### src/sv/hac_pkg.sv
// Shared types and constants for the hydroponic actuator controller.
// Used by the top level and by its port checker. No dependencies.
package hac_pkg;

   // request kinds
   localparam logic REQ_SENSOR = 1'b0;
   localparam logic REQ_MANUAL = 1'b1;

   // relay indices for manual commands
   localparam logic [1:0] RELAY_PH_UP  = 2'd0;
   localparam logic [1:0] RELAY_PUMP   = 2'd1;
   localparam logic [1:0] RELAY_FAN    = 2'd2;
   localparam logic [1:0] RELAY_LIGHTS = 2'd3;

   // configuration register indices
   localparam int unsigned CSR_INDEX_W = 3;
   localparam int unsigned CSR_DATA_W  = 32;
   localparam logic [CSR_INDEX_W-1:0] CSR_SAFE_WATER_LEVEL = 3'd0;
   localparam logic [CSR_INDEX_W-1:0] CSR_PUMP_START_LEVEL = 3'd1;
   localparam logic [CSR_INDEX_W-1:0] CSR_PUMP_STOP_LEVEL  = 3'd2;
   localparam logic [CSR_INDEX_W-1:0] CSR_FAN_ON_TEMP      = 3'd3;
   localparam logic [CSR_INDEX_W-1:0] CSR_FAN_OFF_TEMP     = 3'd4;
   localparam logic [CSR_INDEX_W-1:0] CSR_PH_LOW_LIMIT     = 3'd5;
   localparam logic [CSR_INDEX_W-1:0] CSR_DOSE_PULSE_MS    = 3'd6;
   localparam logic [CSR_INDEX_W-1:0] CSR_DOSE_LOCKOUT_MS  = 3'd7;

   // register reset values
   localparam logic [9:0]         SAFE_WATER_LEVEL_RST = 10'd200;
   localparam logic [9:0]         PUMP_START_LEVEL_RST = 10'd400;
   localparam logic [9:0]         PUMP_STOP_LEVEL_RST  = 10'd900;
   localparam logic signed [11:0] FAN_ON_TEMP_RST      = 12'sd350;
   localparam logic signed [11:0] FAN_OFF_TEMP_RST     = 12'sd330;
   localparam logic [10:0]        PH_LOW_LIMIT_RST     = 11'd550;
   localparam logic [31:0]        DOSE_PULSE_MS_RST    = 32'd2000;
   localparam logic [31:0]        DOSE_LOCKOUT_MS_RST  = 32'd300000;

   // one result item
   typedef struct packed {
      logic ph_dose_drive;
      logic pump_drive;
      logic fan_drive;
      logic lights_drive;
      logic dry_run_lockout;
   } result_type;

endpackage

### src/sv/hydroponic_actuator_controller_unit.sv
// Hydroponic actuator controller: lockout, pump/fan hysteresis, pH dosing
// timer, lighting window and manual holds. Depends on hac_pkg.
// A sensor tick's result is registered in the result register, or in the skid register when one waits.
// Throughput: one item per cycle; result + skid register keep input flowing
// while one result waits, input stalls only when both are full. No result for manual.
// Reset (synchronous, active high) clears state, loads register defaults, empties output.
module hydroponic_actuator_controller_unit
   import hac_pkg::*;
#(
   parameter int unsigned LIGHT_ON_HOUR  = 6,
   parameter int unsigned LIGHT_OFF_HOUR = 20
) (
   input  logic                   clock,
   input  logic                   reset,
   // request channel
   input  logic                   req_valid,
   output logic                   req_stall,
   input  logic                   req_type,
   input  logic [31:0]            req_now_ms,
   input  logic [9:0]             req_water_level,
   input  logic                   req_water_level_ok,
   input  logic signed [11:0]     req_temperature,
   input  logic [10:0]            req_ph_value,
   input  logic [4:0]             req_hour_of_day,
   input  logic [1:0]             req_relay_select,
   input  logic                   req_relay_enable,
   // response channel
   output logic                   rsp_valid,
   input  logic                   rsp_stall,
   output logic                   rsp_ph_dose_drive,
   output logic                   rsp_pump_drive,
   output logic                   rsp_fan_drive,
   output logic                   rsp_lights_drive,
   output logic                   rsp_dry_run_lockout,
   // configuration
   input  logic                   csr_we,
   input  logic [CSR_INDEX_W-1:0] csr_index,
   input  logic [CSR_DATA_W-1:0]  csr_wdata
);

   localparam logic [5:0] ON_HOUR  = 6'(LIGHT_ON_HOUR);
   localparam logic [5:0] OFF_HOUR = 6'(LIGHT_OFF_HOUR);

   // configuration registers
   logic [9:0]         safe_level_ff;
   logic [9:0]         start_level_ff;
   logic [9:0]         stop_level_ff;
   logic signed [11:0] fan_on_temp_ff;
   logic signed [11:0] fan_off_temp_ff;
   logic [10:0]        ph_low_ff;
   logic [31:0]        pulse_ms_ff;
   logic [31:0]        lockout_ms_ff;

   // control state
   logic        pump_on_ff, pump_on_in;
   logic        fan_on_ff, fan_on_in;
   logic        lights_on_ff, lights_on_in;
   logic [3:0]  hold_ff, hold_in;
   logic        pulse_active_ff, pulse_active_in;
   logic [31:0] pulse_start_ff, pulse_start_in;
   logic [31:0] last_end_ff, last_end_in;

   // output registers
   logic       out_valid_ff, out_valid_in;
   result_type out_ff, out_in;
   logic       skid_valid_ff, skid_valid_in;
   result_type skid_ff, skid_in;

   logic       req_xfer;
   logic       out_take;
   logic       new_result;
   result_type result;

   assign req_stall = skid_valid_ff;
   assign req_xfer  = req_valid && !req_stall;
   assign out_take  = out_valid_ff && !rsp_stall;

   // configuration writes
   always_ff @(posedge clock) begin
      if (reset) begin
         safe_level_ff   <= SAFE_WATER_LEVEL_RST;
         start_level_ff  <= PUMP_START_LEVEL_RST;
         stop_level_ff   <= PUMP_STOP_LEVEL_RST;
         fan_on_temp_ff  <= FAN_ON_TEMP_RST;
         fan_off_temp_ff <= FAN_OFF_TEMP_RST;
         ph_low_ff       <= PH_LOW_LIMIT_RST;
         pulse_ms_ff     <= DOSE_PULSE_MS_RST;
         lockout_ms_ff   <= DOSE_LOCKOUT_MS_RST;
      end else if (csr_we) begin
         case (csr_index)
            CSR_SAFE_WATER_LEVEL: safe_level_ff   <= csr_wdata[9:0];
            CSR_PUMP_START_LEVEL: start_level_ff  <= csr_wdata[9:0];
            CSR_PUMP_STOP_LEVEL:  stop_level_ff   <= csr_wdata[9:0];
            CSR_FAN_ON_TEMP:      fan_on_temp_ff  <= csr_wdata[11:0];
            CSR_FAN_OFF_TEMP:     fan_off_temp_ff <= csr_wdata[11:0];
            CSR_PH_LOW_LIMIT:     ph_low_ff       <= csr_wdata[10:0];
            CSR_DOSE_PULSE_MS:    pulse_ms_ff     <= csr_wdata;
            CSR_DOSE_LOCKOUT_MS:  lockout_ms_ff   <= csr_wdata;
            default: ;
         endcase
      end
   end

   // control update for one transfer
   always_comb begin
      logic        lockout;
      logic        pump;
      logic        fan;
      logic        allowed;
      logic        start;
      logic        active;
      logic [31:0] start_ms;
      logic        pulse_end;

      pump_on_in      = pump_on_ff;
      fan_on_in       = fan_on_ff;
      lights_on_in    = lights_on_ff;
      hold_in         = hold_ff;
      pulse_active_in = pulse_active_ff;
      pulse_start_in  = pulse_start_ff;
      last_end_in     = last_end_ff;
      new_result      = 1'b0;

      lockout = (req_water_level < safe_level_ff) || !req_water_level_ok;

      // pump hysteresis, forced off under lockout
      pump = pump_on_ff;
      if (lockout) begin
         pump = 1'b0;
      end else if (!hold_ff[RELAY_PUMP]) begin
         if (!pump && req_water_level < start_level_ff) pump = 1'b1;
         if (pump && req_water_level > stop_level_ff) pump = 1'b0;
      end

      // fan hysteresis
      fan = fan_on_ff;
      if (!hold_ff[RELAY_FAN]) begin
         if (!fan && req_temperature > fan_on_temp_ff) fan = 1'b1;
         if (fan && req_temperature < fan_off_temp_ff) fan = 1'b0;
      end

      // dosing pulse timer; end checked against the start of this same tick
      allowed   = (req_now_ms - last_end_ff) > lockout_ms_ff;
      start     = !hold_ff[RELAY_PH_UP] && allowed && (req_ph_value < ph_low_ff)
                  && !pulse_active_ff;
      active    = pulse_active_ff || start;
      start_ms  = start ? req_now_ms : pulse_start_ff;
      pulse_end = active && ((req_now_ms - start_ms) >= pulse_ms_ff);

      result.ph_dose_drive   = (hold_ff[RELAY_PH_UP] || (active && !pulse_end)) && !lockout;
      result.pump_drive      = pump;
      result.fan_drive       = fan;
      result.lights_drive    = hold_ff[RELAY_LIGHTS] ? lights_on_ff
                               : (({1'b0, req_hour_of_day} >= ON_HOUR)
                                  && ({1'b0, req_hour_of_day} < OFF_HOUR));
      result.dry_run_lockout = lockout;

      if (req_xfer) begin
         if (req_type == REQ_MANUAL) begin
            hold_in[req_relay_select] = req_relay_enable;
            case (req_relay_select)
               RELAY_PUMP:   pump_on_in   = req_relay_enable;
               RELAY_FAN:    fan_on_in    = req_relay_enable;
               RELAY_LIGHTS: lights_on_in = req_relay_enable;
               default: ;
            endcase
         end else begin
            new_result      = 1'b1;
            pump_on_in      = pump;
            fan_on_in       = fan;
            lights_on_in    = result.lights_drive;
            pulse_active_in = active && !pulse_end;
            pulse_start_in  = start_ms;
            last_end_in     = pulse_end ? req_now_ms : last_end_ff;
         end
      end
   end

   // result register with skid stage
   always_comb begin
      out_valid_in  = out_valid_ff;
      out_in        = out_ff;
      skid_valid_in = skid_valid_ff;
      skid_in       = skid_ff;
      if (skid_valid_ff) begin
         if (out_take) begin
            out_in        = skid_ff;
            skid_valid_in = 1'b0;
         end
      end else if (new_result) begin
         if (!out_valid_ff || out_take) begin
            out_valid_in = 1'b1;
            out_in       = result;
         end else begin
            skid_valid_in = 1'b1;
            skid_in       = result;
         end
      end else if (out_take) begin
         out_valid_in = 1'b0;
      end
   end

   always_ff @(posedge clock) begin
      if (reset) begin
         pump_on_ff      <= 1'b0;
         fan_on_ff       <= 1'b0;
         lights_on_ff    <= 1'b0;
         hold_ff         <= '0;
         pulse_active_ff <= 1'b0;
         pulse_start_ff  <= '0;
         last_end_ff     <= '0;
         out_valid_ff    <= 1'b0;
         skid_valid_ff   <= 1'b0;
      end else begin
         pump_on_ff      <= pump_on_in;
         fan_on_ff       <= fan_on_in;
         lights_on_ff    <= lights_on_in;
         hold_ff         <= hold_in;
         pulse_active_ff <= pulse_active_in;
         pulse_start_ff  <= pulse_start_in;
         last_end_ff     <= last_end_in;
         out_valid_ff    <= out_valid_in;
         skid_valid_ff   <= skid_valid_in;
      end
      out_ff  <= out_in;
      skid_ff <= skid_in;
   end

   assign rsp_valid           = out_valid_ff;
   assign rsp_ph_dose_drive   = out_ff.ph_dose_drive;
   assign rsp_pump_drive      = out_ff.pump_drive;
   assign rsp_fan_drive       = out_ff.fan_drive;
   assign rsp_lights_drive    = out_ff.lights_drive;
   assign rsp_dry_run_lockout = out_ff.dry_run_lockout;

endmodule

### config.mk
export PLATFORM = sky130hd
export DESIGN_NAME = hydroponic_actuator_controller_unit
export DESIGN_NICKNAME = d
export VERILOG_FILES = /design/src/sv/hac_pkg.sv /design/src/sv/hydroponic_actuator_controller_unit.sv
export SDC_FILE = /design/constraint.sdc
export NUM_CORES = 1
export LEC_CHECK = 0
export ABC_AREA = 1
export BUFFER_PORTS_ARGS = -buffer_cell sky130_fd_sc_hd__buf_2
export CAP_MARGIN = 20
export CORE_UTILIZATION = 40
export DETAILED_ROUTE_END_ITERATION = 8
export GPL_TIMING_DRIVEN = 0
export HOLD_SLACK_MARGIN = 0.03
export SLEW_MARGIN = 20
export SYNTH_ARGS = -nofsm -noshare
export SYNTH_HDL_FRONTEND = slang
export SYNTH_SLANG_ARGS = --single-unit
export TNS_END_PERCENT = 50
### constraint.sdc
create_clock -name clock -period 11 [get_ports clock]
set_input_delay 0.55 -clock clock [delete_from_list [all_inputs] [get_ports clock]]
set_output_delay 0.55 -clock clock [all_outputs]
set_load 0.05 [all_outputs]
* After elaboration in Yosys (flattened, before gate mapping)
Index checks and enable logic that the tools add are counted.
Word-level totals: bits in writable memories 0, memories 0, output and inout port bits 7, word-level logic and storage cells 142, memory bits (read-only) 0, input port bits 115, register bits 213, latch bits 0
Operators by class: reduce and logical (&&, ||, !) cells 49, div/mod/pow operators 0, magnitude comparators 12, multipliers 0, equal/unequal tests 15, bitwise gates (word level) 3, muxes and demuxes 34, shifts and indexed selects 0, add/sub/neg operators 2
Operators by type and width (count):
- $sub 32x32->32 | 2
- $ge 32x32->1 | 1
- $gt 32x32->1 | 1
- $mux 32 | 1
- $mux 1 | 27
- $reduce_and 2->1 | 13
- $lt 10x10->1 | 2
- $mux 5 | 4
- $logic_and 1x1->1 | 14
- $eq 3x3->1 const B | 4
- $gt 12x12->1 | 1
- $lt 12x12->1 | 1
- $reduce_and 3->1 | 4
- $lt 11x11->1 | 1
- $gt 10x10->1 | 1
- $logic_not 1->1 | 10
- $ne 2x1->1 const B | 5
- $eq 3x2->1 const B | 2
- $reduce_bool 2->1 | 3
- $ge 5x3->1 const B | 1
- $lt 5x5->1 const B | 1
- $bwmux 4 | 1
- $eq 2x2->1 const B | 2
- $logic_or 1x1->1 | 4
- other kinds (7) | 9

* Depth between registers and ports, before layout
depth after elaboration 16, mapped depth 56, mapped depth without buffers 54

* Worst setup path before layout
No wires, ideal clock.
kind in2reg, start point input req_now_ms[0], end point register last_end_ff[10], path buffers 2, path slack 4.050 ns, library setup time 0.116 ns, cell stages on the path 53, arrival 6.834 ns, cell sequence inv_1 > ha_1 > inv_1 > fa_1 > nand3_1 > nand2_1 > a21oi_1 > inv_1 > nand3_1 > nand3_1 > nand4_1 > o211ai_1 > a21oi_1 > xnor2_1 > ha_1 > nand2_1 > nor2_1 > and2_1 > [... 17 more ...] > nand2_2 > nand2_1 > nand2_1 > xor2_1 > ha_1 > nand2_1 > nor2_1 > a211oi_1 > o221a_2 > nand2_1 > nand2_1 > nand2_1 > nand2_1 > nor2_1 > inv_2 > buf_2 > nor2_1 > nor2_1
On the way: word-level cells in the longest chain between the ends 10, elaborated cells between the ends (all ways) 11, classes of those cells 2 x add/sub; 2 x order compare; 1 x mux; 6 x reduce/logical
Ends and longest elaborated chain:
- from (decl) | line hydroponic_actuator_controller_unit.sv:19 | input logic [31:0] req_now_ms,
- $sub 32x32->32 | line hydroponic_actuator_controller_unit.sv:143 | allowed = (req_now_ms - last_end_ff) > lockout_ms_ff;
- $gt 32x32->1 | line hydroponic_actuator_controller_unit.sv:143
- $logic_and 1x1->1 (2 in a row) | line hydroponic_actuator_controller_unit.sv:144 | start = !hold_ff[RELAY_PH_UP] && allowed && (req_ph_value < ph_low_ff)
- $logic_and 1x1->1 | line hydroponic_actuator_controller_unit.sv:145 | && !pulse_active_ff;
- $mux 32 | line hydroponic_actuator_controller_unit.sv:147 | start_ms = start ? req_now_ms : pulse_start_ff;
- $sub 32x32->32 | line hydroponic_actuator_controller_unit.sv:148 | pulse_end = active && ((req_now_ms - start_ms) >= pulse_ms_ff);
- $ge 32x32->1 | line hydroponic_actuator_controller_unit.sv:148
- $logic_and 1x1->1 (*) | line hydroponic_actuator_controller_unit.sv:148
- $reduce_and 3->1 (no line) (*)
- to (signal assigned) | line hydroponic_actuator_controller_unit.sv:221 | last_end_ff <= last_end_in;
- to (decl) | line hydroponic_actuator_controller_unit.sv:61 | logic [31:0] last_end_ff, last_end_in;
Every way passes the cells marked *; elsewhere a longest branch is shown, timed or not. A chain may end at the register's enable or synchronous reset.

* Worst setup path after layout
start point register last_end_ff[4], end point register last_end_ff[16]
On the way: word-level cells in the longest chain between the ends 10, elaborated cells between the ends (all ways) 11, classes of those cells 2 x add/sub; 2 x order compare; 1 x mux; 6 x reduce/logical
Ends and longest elaborated chain (line):
- $sub 32x32->32 (*) | hydroponic_actuator_controller_unit.sv:143
- $gt 32x32->1 (*) | hydroponic_actuator_controller_unit.sv:143
- $logic_and 1x1->1 (*) (2 in a row) | hydroponic_actuator_controller_unit.sv:144
- $logic_and 1x1->1 (*) | hydroponic_actuator_controller_unit.sv:145
- $mux 32 | hydroponic_actuator_controller_unit.sv:147
- $sub 32x32->32 | hydroponic_actuator_controller_unit.sv:148
- $ge 32x32->1 | hydroponic_actuator_controller_unit.sv:148
- $logic_and 1x1->1 (*) | hydroponic_actuator_controller_unit.sv:148
- $reduce_and 3->1 (no line) (*)
Marked as above.

==> impl_summary.log <==
[metrics] run status: completed
[metrics] aggregate global routing overflow: 0
[metrics] RSZ-0062 raised after global routing: no
[metrics] crit path DAT: 9.37 ns
[metrics] core utilization of the finished layout: 46.61%
[metrics] setup violators final: 0
[metrics] clock slew at reported path FFs: 0.06 ns
[metrics] CORE AREA: between 30000 and 40000 um2
[metrics] post-layout instance count excluding filler cells: 2557
[metrics] warnings from Yosys: 0
[metrics] leading cell types in the layout, fill and taps excluded: 301 x sky130_fd_sc_hd__inv_1, 292 x sky130_fd_sc_hd__nand2_1, 232 x sky130_fd_sc_hd__a21oi_1
[metrics] Synth Net Count: 2237
[metrics] Hold Violations, Final: 0
[metrics] asr flop ratio synth: 0%
[metrics] leakage component of the power: 7.560 nW
[metrics] endpoint of the worst hold path: lockout_ms_ff[12]
[metrics] routed len/inst: 16.39 um
[metrics] Worst-Skew Late Latency: 0.55 ns
[metrics] critical path's most frequent cell: sky130_fd_sc_hd__nand2_1
[metrics] Worst setup EP type: flop
[metrics] number of CTS-inserted buffers: 27
[metrics] Worst Hold Path Cells: 3
[metrics] wirelength, routed: 41.91 mm
[metrics] detailed router's first-iteration violation count: 864
[metrics] synthesized cell area: 14090 um2
[metrics] Post-CTS Hold Fix Bufs: 0
[metrics] flops & latches, synth: 213
[metrics] die span in y: ~190 um
[metrics] worst min-delay path category: input port to flop
[metrics] top fanout value on the critical path: 10
[metrics] worst slew pin tran: ~0.85 ns
[metrics] number of buffers on the longest clock path: 3
[metrics] clock tree from TritonCTS: built
[metrics] number of nets in the layout: 2384
[metrics] total I/O pin count: 122
[metrics] worst reg2reg endpoint: last_end_ff[16]
[metrics] placed cells: 2506
[metrics] slowest cell on the critical path: sky130_fd_sc_hd__nor2_2
[metrics] Die Area: 35990 um2
[metrics] fraction of the yosys area taken by sequential cells: 30.97%
[metrics] clock period minus worst slack: between 8 and 9 ns
[metrics] worst path bufs/invs: 6
[metrics] largest cells by area after synthesis: sky130_fd_sc_hd__dfxtp_1 29%, sky130_fd_sc_hd__ha_1 17%, sky130_fd_sc_hd__a21oi_1 8.2%
[metrics] die width: 189.7 um
[metrics] setup tns final: 0 ns
[metrics] Final ANT Viol Nets: 0
[metrics] DR DRC count: 0
[metrics] setup repair bufs after CTS: 0
[metrics] reg-to-reg slack, setup: 2.07 ns
[metrics] clock skew: 0.009626 ns
[metrics] count of cell types in the netlist: just under 50
[metrics] critical hold path startpoint: csr_wdata[12]
[metrics] worst hold margin: 0.2526 ns
[metrics] number of pins with negative max-slew slack in the final report: 0
[metrics] worst r2r path cells: 55
[metrics] layout overhead on the synthesized area: 14.52%
[metrics] via total after detailed routing: 13267
[metrics] pin count of the biggest net entering global routing: 15
[metrics] most instantiated flip-flop cell in the synthesis netlist: sky130_fd_sc_hd__dfxtp_1
[metrics] Vias/cell: 5.189
[metrics] detailed-placement wirelength estimate: 33.35 mm
[metrics] initial core utilization: 40.70%
[metrics] cell family with the largest share of critical-path delay: simple AND/OR/NAND/NOR gates
[metrics] number of placement rows: between 60 and 70
[metrics] post-cts gate resize count: 0
[metrics] peak supply drop: 0.1271 mV
[metrics] sinks on the clock net: 213
[metrics] upper clock frequency limit: 0.1119 GHz
[metrics] critical path type: flop to flop
[metrics] category of the worst setup path launch point: flop
[metrics] slowest stage delay, CP: 0.63 ns
[metrics] IO buf count: 118
[metrics] commonest non-fill, non-tap cell in the layout: sky130_fd_sc_hd__inv_1
[metrics] PwrDens: 167.4 nW/um2
[metrics] vias in the first global route: roughly 12000
[metrics] post-synthesis instance total: about 1900
[metrics] all-layer global routing usage: 23.11%
[metrics] fraction of layout instances using a drive strength above 1: 8.710%
[metrics] clock root buffer: sky130_fd_sc_hd__clkbuf_16
[metrics] launch point of the worst reg-to-reg path: last_end_ff[4]
[metrics] number of violations of the max-capacitance limit: 0
[metrics] global-route wire length before repair: 65.40 mm
[metrics] Post-Syn Area per Cell: about 7.3 um2
[metrics] biggest area consumer among synthesized cells: sky130_fd_sc_hd__dfxtp_1
[metrics] Final Cycle Share: 81.22%
[metrics] drt pass-1 iters: 5
[metrics] number of enable flip-flop cells after synthesis: 10
[metrics] Final Wtd Congestion: around 0.88
[metrics] area share of the leading cell type in the synthesized netlist: 28.84%
[metrics] level count of the clock H-tree: 1
[metrics] number of antenna violations at the first check in global routing: 1
[metrics] Worst Path Required: around 11 ns
[metrics] relative slew slack: 43.34%
-- synth_stat cells (all sizes together), types with 2 or more instances --
library cell / count
a21boi: 3
a21o: 3
mux2i: 27
o2111ai: 2
fa: 2
o31ai: 4
o211ai: 63
a21oi: 232
o21bai: 4
dfxtp: 203
inv: 302
a31oi: 8
nand2: 299
o221ai: 2
nor2: 161
o221a: 2
a211oi: 6
edfxtp: 10
nand3b: 2
ha: 187
nand4: 20
nand3: 46
clkbuf: 45
nor3: 21
xor2: 36
and3: 2
buf: 13
xnor2: 15
o21ai: 194
nor4: 7
o21a: 3
-- per-stage QoR --
stage                     total power, W  area (um2)  setup slack [ns]
after floorplan                 0.001549       14090             4.050
after global placement          0.001802       15250             1.393
after detailed placement        0.001829       15260             1.735
after CTS                       0.002716       16140             2.089
after global routing            0.002895       16140             1.265
final                           0.002701       16140             2.066
-- metal layers --
layer	routed length [um]	part of all wire [%]	track usage (%)	vias to the layer above
li1	-	-	-	6803
met1	19520	47	30.67	6039
met2	18850	45	38.66	363
met3	2351	5.6	3.136	62
met4	1198	2.9	7.165	0
met5	0	0	0	-
-- state kept, by name (all words and copies together) (netlist names), 4 cells and up --
| register | count |
|---|---|
| fan_off_temp_ff | 12 |
| fan_on_temp_ff | 12 |
| hold_ff | 4 |
| last_end_ff | 32 |
| lockout_ms_ff | 32 |
| ph_low_ff | 11 |
| pulse_ms_ff | 32 |
| pulse_start_ff | 32 |
| safe_level_ff | 10 |
| skid_ff | 5 |
| start_level_ff | 10 |
| stop_level_ff | 10 |
-- where the power goes --
group,internal [W],switching (W),total [W]
Clock,0.000525,0.000351,0.000875
Combinational,0.000362,0.000627,0.000988
Sequential,0.000821,0.0000164,0.000838
-- worst max-delay path by stage --
stage | from | to | slack, ns | cells past startpoint
after detailed placement | req_now_ms[0] | last_end_ff[16] | 1.74 | 57
after CTS | last_end_ff[4] | last_end_ff[16] | 2.09 | 55
after floorplan | req_now_ms[0] | last_end_ff[10] | 4.05 | 53
final | last_end_ff[4] | last_end_ff[16] | 2.07 | 55
after global routing | last_end_ff[6] | last_end_ff[28] | 1.27 | 56
after global placement | req_now_ms[0] | last_end_ff[28] | 1.39 | 56
-- worst reg2reg max path: cells and delay by family, from the launching register on --
kind	cells	cell delay, ns
AND/OR/NAND/NOR	33	4.08
multiplexers	1	0.15
flip-flops	1	0.33
buffers and inverters	6	1.12
AO/OA/AOI/OAI	10	1.62
XOR/XNOR	1	0.19
adder cells (fa/ha/maj)	4	1.31
-- layout make-up --
class	instances	area (um2)
diodes	1	2.502
plain buffers	58	230.2
clock buffers	36	749.5
clock inverters	14	131.4
fillers	3562	18490
inverters	302	1134
multi-input cells	1360	8368
flip-flops and latches	213	4364
well taps	455	569.3
repair buffers	118	590.6
-- kinds of logic after synthesis --
| logic type | Yosys count | share of synthesized area, % |
|---|---|---|
| AOI/OAI and AO/OA | 533 | 20.98 |
| xor gates and xnor gates | 51 | 3.169 |
| adders and majority gates | 189 | 16.89 |
| buffers and inverters | 360 | 9.677 |
| DFF | 213 | 30.97 |
| muxes | 27 | 1.918 |
| and+or+nand+nor | 560 | 16.41 |
Note: power is estimated with default switching activity, not from simulation.
